$ cat src/rtl/core/rhc_pkg.sv
// Shared constants and types for the RGB to HSV converter.
package rhc_pkg;

    localparam int COMPONENT_BITS_DEF = 16;

    typedef enum logic [1:0] {
        MAX_RED,
        MAX_GREEN,
        MAX_BLUE
    } t_max_sel;

endpackage

$ cat src/rtl/core/rgb_to_hsv_convert.sv
// RGB to HSV pixel converter: compare, difference and numerator stages, then one
// restoring division step per stage for hue and saturation.
//
//  channel | valid    | stall    | payload
//  --------+----------+----------+----------------------------------
//  input   | i_valid  | o_stall  | i_red, i_green, i_blue
//  output  | o_valid  | i_stall  | o_hue, o_saturation, o_value
//
// One item per cycle while no stall holds the pipeline.
// The two quotients take one bit per stage, COMPONENT_BITS stages in all.
// Reset clears the valid bit of every stage; payload registers are not reset.
// A stage holds only while it is full and the stage after it holds, so
// bubbles close up under a stall and an item enters whenever the first stage frees.
module rgb_to_hsv_convert
    import rhc_pkg::*;
#(
    parameter int COMPONENT_BITS = COMPONENT_BITS_DEF
) (
    input  logic                      i_clk,
    input  logic                      i_rst_n,
    input  logic                      i_valid,
    output logic                      o_stall,
    input  logic [COMPONENT_BITS-1:0] i_red,
    input  logic [COMPONENT_BITS-1:0] i_green,
    input  logic [COMPONENT_BITS-1:0] i_blue,
    output logic                      o_valid,
    input  logic                      i_stall,
    output logic [COMPONENT_BITS-1:0] o_hue,
    output logic [COMPONENT_BITS-1:0] o_saturation,
    output logic [COMPONENT_BITS-1:0] o_value
);

    localparam int W   = COMPONENT_BITS;
    localparam int NST = W + 3;

    logic [NST-1:0] r_vld;
    logic [NST-1:0] n_vld;
    logic [NST:0]   w_rdy;

    assign w_rdy[NST] = !i_stall;

    genvar k;
    generate
        for (k = 0; k < NST; k++) begin : g_ctl
            assign w_rdy[k] = !r_vld[k] || w_rdy[k+1];
            if (k == 0) begin : g_first
                assign n_vld[k] = w_rdy[k] ? i_valid : r_vld[k];
            end else begin : g_rest
                assign n_vld[k] = w_rdy[k] ? r_vld[k-1] : r_vld[k];
            end
        end
    endgenerate

    always_ff @(posedge i_clk) begin
        if (!i_rst_n) begin
            r_vld <= '0;
        end else begin
            r_vld <= n_vld;
        end
    end

    assign o_stall = !w_rdy[0];
    assign o_valid = r_vld[NST-1];

    // stage 1: largest and smallest component
    logic [W-1:0] r_s1_r, r_s1_g, r_s1_b, r_s1_mx, r_s1_mn;
    t_max_sel     r_s1_sel;
    logic [W-1:0] n_s1_mx, n_s1_mn;
    t_max_sel     n_s1_sel;

    always_comb begin
        if (i_red >= i_green && i_red >= i_blue) begin
            n_s1_sel = MAX_RED;
            n_s1_mx  = i_red;
        end else if (i_green >= i_blue) begin
            n_s1_sel = MAX_GREEN;
            n_s1_mx  = i_green;
        end else begin
            n_s1_sel = MAX_BLUE;
            n_s1_mx  = i_blue;
        end
        n_s1_mn = i_red;
        if (i_green < n_s1_mn) n_s1_mn = i_green;
        if (i_blue < n_s1_mn) n_s1_mn = i_blue;
    end

    always_ff @(posedge i_clk) begin
        if (w_rdy[0]) begin
            r_s1_r   <= i_red;
            r_s1_g   <= i_green;
            r_s1_b   <= i_blue;
            r_s1_mx  <= n_s1_mx;
            r_s1_mn  <= n_s1_mn;
            r_s1_sel <= n_s1_sel;
        end
    end

    // stage 2: delta and signed component difference
    logic [W-1:0] r_s2_delta, r_s2_mx;
    logic [W:0]   r_s2_diff;
    t_max_sel     r_s2_sel;
    logic [W:0]   n_s2_diff;

    always_comb begin
        case (r_s1_sel)
            MAX_RED:   n_s2_diff = {1'b0, r_s1_g} - {1'b0, r_s1_b};
            MAX_GREEN: n_s2_diff = {1'b0, r_s1_b} - {1'b0, r_s1_r};
            MAX_BLUE:  n_s2_diff = {1'b0, r_s1_r} - {1'b0, r_s1_g};
            default:   n_s2_diff = '0;
        endcase
    end

    always_ff @(posedge i_clk) begin
        if (w_rdy[1]) begin
            r_s2_delta <= r_s1_mx - r_s1_mn;
            r_s2_mx    <= r_s1_mx;
            r_s2_diff  <= n_s2_diff;
            r_s2_sel   <= r_s1_sel;
        end
    end

    // stage 3 and division stages share these arrays; entry 0 is stage 3
    logic [W+2:0] r_den  [0:W];
    logic [W+2:0] r_hrem [0:W];
    logic [W-1:0] r_hq   [0:W];
    logic [W-1:0] r_srem [0:W];
    logic [W-1:0] r_slo  [0:W];
    logic [W-1:0] r_sq   [0:W];
    logic [W-1:0] r_mx   [0:W];
    logic         r_grey [0:W];

    logic [W+3:0] n_den, n_base, n_diff, n_num;

    always_comb begin
        n_den  = {2'b00, r_s2_delta, 2'b00} + {3'b000, r_s2_delta, 1'b0};
        n_diff = {{3{r_s2_diff[W]}}, r_s2_diff};
        case (r_s2_sel)
            MAX_RED:   n_base = '0;
            MAX_GREEN: n_base = {3'b000, r_s2_delta, 1'b0};
            MAX_BLUE:  n_base = {2'b00, r_s2_delta, 2'b00};
            default:   n_base = '0;
        endcase
        if (r_s2_sel == MAX_RED && r_s2_diff[W]) begin
            n_num = n_den + n_diff;
        end else begin
            n_num = n_base + n_diff;
        end
    end

    always_ff @(posedge i_clk) begin
        if (w_rdy[2]) begin
            r_den[0]  <= n_den[W+2:0];
            r_hrem[0] <= n_num[W+2:0];
            r_hq[0]   <= '0;
            r_srem[0] <= r_s2_delta - {{(W-1){1'b0}}, 1'b1};
            r_slo[0]  <= '0 - r_s2_delta;
            r_sq[0]   <= '0;
            r_mx[0]   <= r_s2_mx;
            r_grey[0] <= (r_s2_delta == '0);
        end
    end

    genvar j;
    generate
        for (j = 0; j < W; j++) begin : g_div
            logic [W+3:0] w_ht;
            logic [W+3:0] w_hsub;
            logic         w_hbit;
            logic [W:0]   w_st;
            logic [W:0]   w_ssub;
            logic         w_sbit;

            always_comb begin
                w_ht   = {r_hrem[j], 1'b0};
                w_hsub = w_ht - {1'b0, r_den[j]};
                w_hbit = (w_ht >= {1'b0, r_den[j]});
                w_st   = {r_srem[j], r_slo[j][W-1]};
                w_ssub = w_st - {1'b0, r_mx[j]};
                w_sbit = (w_st >= {1'b0, r_mx[j]});
            end

            always_ff @(posedge i_clk) begin
                if (w_rdy[j+3]) begin
                    r_den[j+1]  <= r_den[j];
                    r_hrem[j+1] <= w_hbit ? w_hsub[W+2:0] : w_ht[W+2:0];
                    r_hq[j+1]   <= r_grey[j] ? '0 : {r_hq[j][W-2:0], w_hbit};
                    r_srem[j+1] <= w_sbit ? w_ssub[W-1:0] : w_st[W-1:0];
                    r_slo[j+1]  <= {r_slo[j][W-2:0], 1'b0};
                    r_sq[j+1]   <= r_grey[j] ? '0 : {r_sq[j][W-2:0], w_sbit};
                    r_mx[j+1]   <= r_mx[j];
                    r_grey[j+1] <= r_grey[j];
                end
            end
        end
    endgenerate

    assign o_hue        = r_hq[W];
    assign o_saturation = r_sq[W];
    assign o_value      = r_mx[W];

endmodule

$ cat config.mk
export PLATFORM = sky130hd
export DESIGN_NAME = rgb_to_hsv_convert
export DESIGN_NICKNAME = d
export VERILOG_FILES = /design/src/rtl/core/rhc_pkg.sv /design/src/rtl/core/rgb_to_hsv_convert.sv
export SDC_FILE = /design/constraint.sdc
export NUM_CORES = 2
export LEC_CHECK = 0
export ABC_AREA = 0
export BUFFER_PORTS_ARGS = -buffer_cell sky130_fd_sc_hd__buf_4
export CAP_MARGIN = 20
export CELL_PAD_IN_SITES_DETAIL_PLACEMENT = 1
export CELL_PAD_IN_SITES_GLOBAL_PLACEMENT = 2
export CORE_MARGIN = 3
export CORE_UTILIZATION = 42
export DETAILED_ROUTE_END_ITERATION = 16
export GPL_TIMING_DRIVEN = 0
export PLACE_DENSITY = 0.85
export SLEW_MARGIN = 20
export SYNTH_ARGS = -nofsm -noshare
export SYNTH_HDL_FRONTEND = slang
export SYNTH_SLANG_ARGS = --single-unit
$ cat constraint.sdc
create_clock -name i_clk -period 9.3 [get_ports i_clk]
set_clock_uncertainty 0.2 [all_clocks]
set_input_delay 1.86 -clock i_clk [delete_from_list [all_inputs] [get_ports i_clk]]
set_output_delay 1.86 -clock i_clk [all_outputs]
set_load 0.005 [all_outputs]
==> reports/metrics.yaml <==
grtUsageTotal_pct: 20.4
rsz0062_at_grt: "false"
ant_nets: 0
finalSetupViolations: 0
rr_endpoint: "r_hrem[0][18]"
grt_max_degree: 63
synth.distinct_cells: 82
crit_buf_inv: 4
crit_chain: "buf_4, nand2_2, nor2_1, and2_1, inv_4, buf_16, nor3_1, and3_1, and3_1, buf_4"
tightest_slew_ns: 1.09
drc: 0
finish.utilization_pct: 47.6
wl_per_cell_um: 20.9
min_path_type: "flip-flop to flip-flop"
port_buffers: 100
start_util_pct: 42.3
final_hold_viol_count: 0
clock-sinks: 1650
hold-path-cell-count: 0
wl_um: 224000
critPathSlowestCell: "nor3_1"
finalNetCount: 8580
drive_gt1_share_pct: 10.1
rows: 169
coreArea_um2: 213000
slowest_delay_ns: 0.83
whs_ns: 0.210
post-route-period-util_pct: 82.2
dieWidth_um: 469
holdBufCountCts: 0
drv_cap: 0
die_y_um: 469
fmax_mhz: 131
reg2reg_from: "r_s2_delta[0]"
post_cts_resized: 0
firstDrtPassIters: 7
antenna_found_initial: 0
yosysWarnings: 0
drt-initial-drc-count: 3543
seq_area_frac_synth_pct: 54.9
path_clk_slew_ns: 0.06
synth_ff_type: "edfxtp_1"
synth_edf_count: 1631
ff2ff_path_depth: 16
critical_path_required_ns: 7.24
areaGrowthSynthToFinish_pct: 12.4
regToRegSetupSlack_ns: 4.21
post_cts_buffers: 0
avgSynthCellArea_um2: 12.1
use_met1_pct: 24.8
cts_tree: "done"
num_vias: 57500
routabilityCongestion: 0.896
cts-root-buf: "clkbuf_16"
nFillCells: 22100
first_global_vias: 62100
arrival_ns: 5.58
ios: 102
met3_usage_pct: 2.54
grt.busiest_layer: "met2"
die-area_um2: 220000
grt_overflow_total: 0
syn_inst: 7449
dpl.hpwl_um: 175000
relSlewSlack_pct: 26.4
async_flop_share_pct: 0
numCtsBuffers: 180
cp_top_family: "simple AND/OR/NAND/NOR gates"
ys_ff_latch: 1650
ctsHtreeMaxLevel: 4
cp-start-kind: "input port"
critPathKind: "input port to output port"
setup_ws_ns: 1.66
period_needed_ns: 7.64
use_met2_pct: 37.7
syn_area_um2: 90000
min_to: "r_slo[0][190]"
critPathMaxFanout: 60
hold_start: "r_slo[0][173]"
routed_via_density: 5.36
status: "complete, no violations"
grt_pass1_wl_um: 353000
worstSkewPairLatency_ns: 0.84
end_kind: "output port"
synthesis.nets: 8278
preCtsSetupSlack_ns: 1.15
cts_buffer_depth: 3
slew_violations: 0
worst max-delay path by stage:
| stage | from | end | slack, ns | cells past startpoint |
|---|---|---|---|---|
| 3_5_place_dp | i_red[1] | r_s1_mn[9] | 1.15 | 23 |
| 2_1_floorplan | i_stall | r_vld[5] | 0.85 | 8 |
| 6_report | i_stall | o_stall | 1.66 | 10 |
| 3_3_place_gp | i_stall | r_mx[3][5] | -1.82 | 8 |
| 4_1_cts | i_stall | o_stall | 1.51 | 10 |
| 5_1_grt | i_stall | o_stall | 1.27 | 10 |
synthesized netlist by cell type (153+ instances only):
cell	number	area [µm²]
a21o_1	198	1490
a21oi_1	510	2550
edfxtp_1	1631	49000
ha_1	740	9260
inv_1	851	3190
mux2_2	301	3390
nand2_1	288	1080
nor2_1	341	1280
nor2b_1	370	2310
nor3_1	153	766
o21ai_0	289	1450
xnor2_1	315	2760
xor2_1	183	1600
stage by stage:
| stage | TNS (ns) | area [µm²] | cells |
|---|---|---|---|
| floorplan | 0 | 90000 | 7449 |
| global placement | -863.35 | 94200 | 10400 |
| detailed placement | 0 | 94900 | 10400 |
| CTS | 0 | 101000 | 10700 |
| global route | 0 | 101000 | 10700 |
| finish | 0 | 101000 | 10700 |
flip-flops by register name, indices dropped and copies added (netlist names):
| name | cells |
|---|---|
| r_s1_mn | 16 |
| r_s2_mx | 16 |
| r_srem | 256 |
| r_s1_sel | 2 |
| r_s1_b | 16 |
| r_slo | 133 |
| r_s2_sel | 2 |
| r_s2_diff | 17 |
| r_den | 260 |
| r_vld | 19 |
| r_s1_g | 16 |
| r_sq | 136 |
| r_grey | 16 |
| r_hq | 136 |
| r_hrem | 289 |
| r_s1_r | 16 |
| r_s2_delta | 16 |
| r_mx | 272 |
| r_s1_mx | 16 |
layout by cell type, fill, tap and decap left out, drive strengths merged, types with 111 or more instances in the layout:
master,count
a21o,198
a21oi,512
buf,167
clkbuf,296
edfxtp,1631
ha,740
inv,858
mux2,315
mux2i,111
nand2,288
nor2,341
nor2b,370
nor3,153
o21a,114
o21ai,293
xnor2,315
xor2,183
logic make-up after synthesis:
| group | share of synthesized area (%) |
|---|---|
| AND/OR/NAND/NOR | 9.40 |
| multiplexers | 5.18 |
| AO/OA/AOI/OAI | 10.4 |
| buffers and inverters | 4.20 |
| XOR/XNOR | 4.85 |
| adder cells (fa/ha/maj) | 11.1 |
| flip-flops | 54.9 |
metal layers:
| metal | up-vias | share of wire (%) |
|---|---|---|
| met3 | 341 | 2.8 |
| met4 | 0 | 2.9 |
| met2 | 771 | 52 |
| li1 | 27700 | - |
| met5 | - | 0 |
| met1 | 28700 | 42 |
cell type report:
class,instances,area [µm²],area share (%)
well taps,2821,3530,3.49
plain buffers,130,588,0.582
flip-flops and latches,1650,49400,48.8
inverters,851,3220,3.18
repair buffers,120,1280,1.26
multi-input cells,4818,36900,36.5
clock inverters,120,1530,1.51
diodes,1,2.50,0.00248
clock buffers,213,4670,4.62
Power is left out: the tool's default activity adds up to more than one toggle a clock period on the data nets, which glitch-free logic cannot reach.
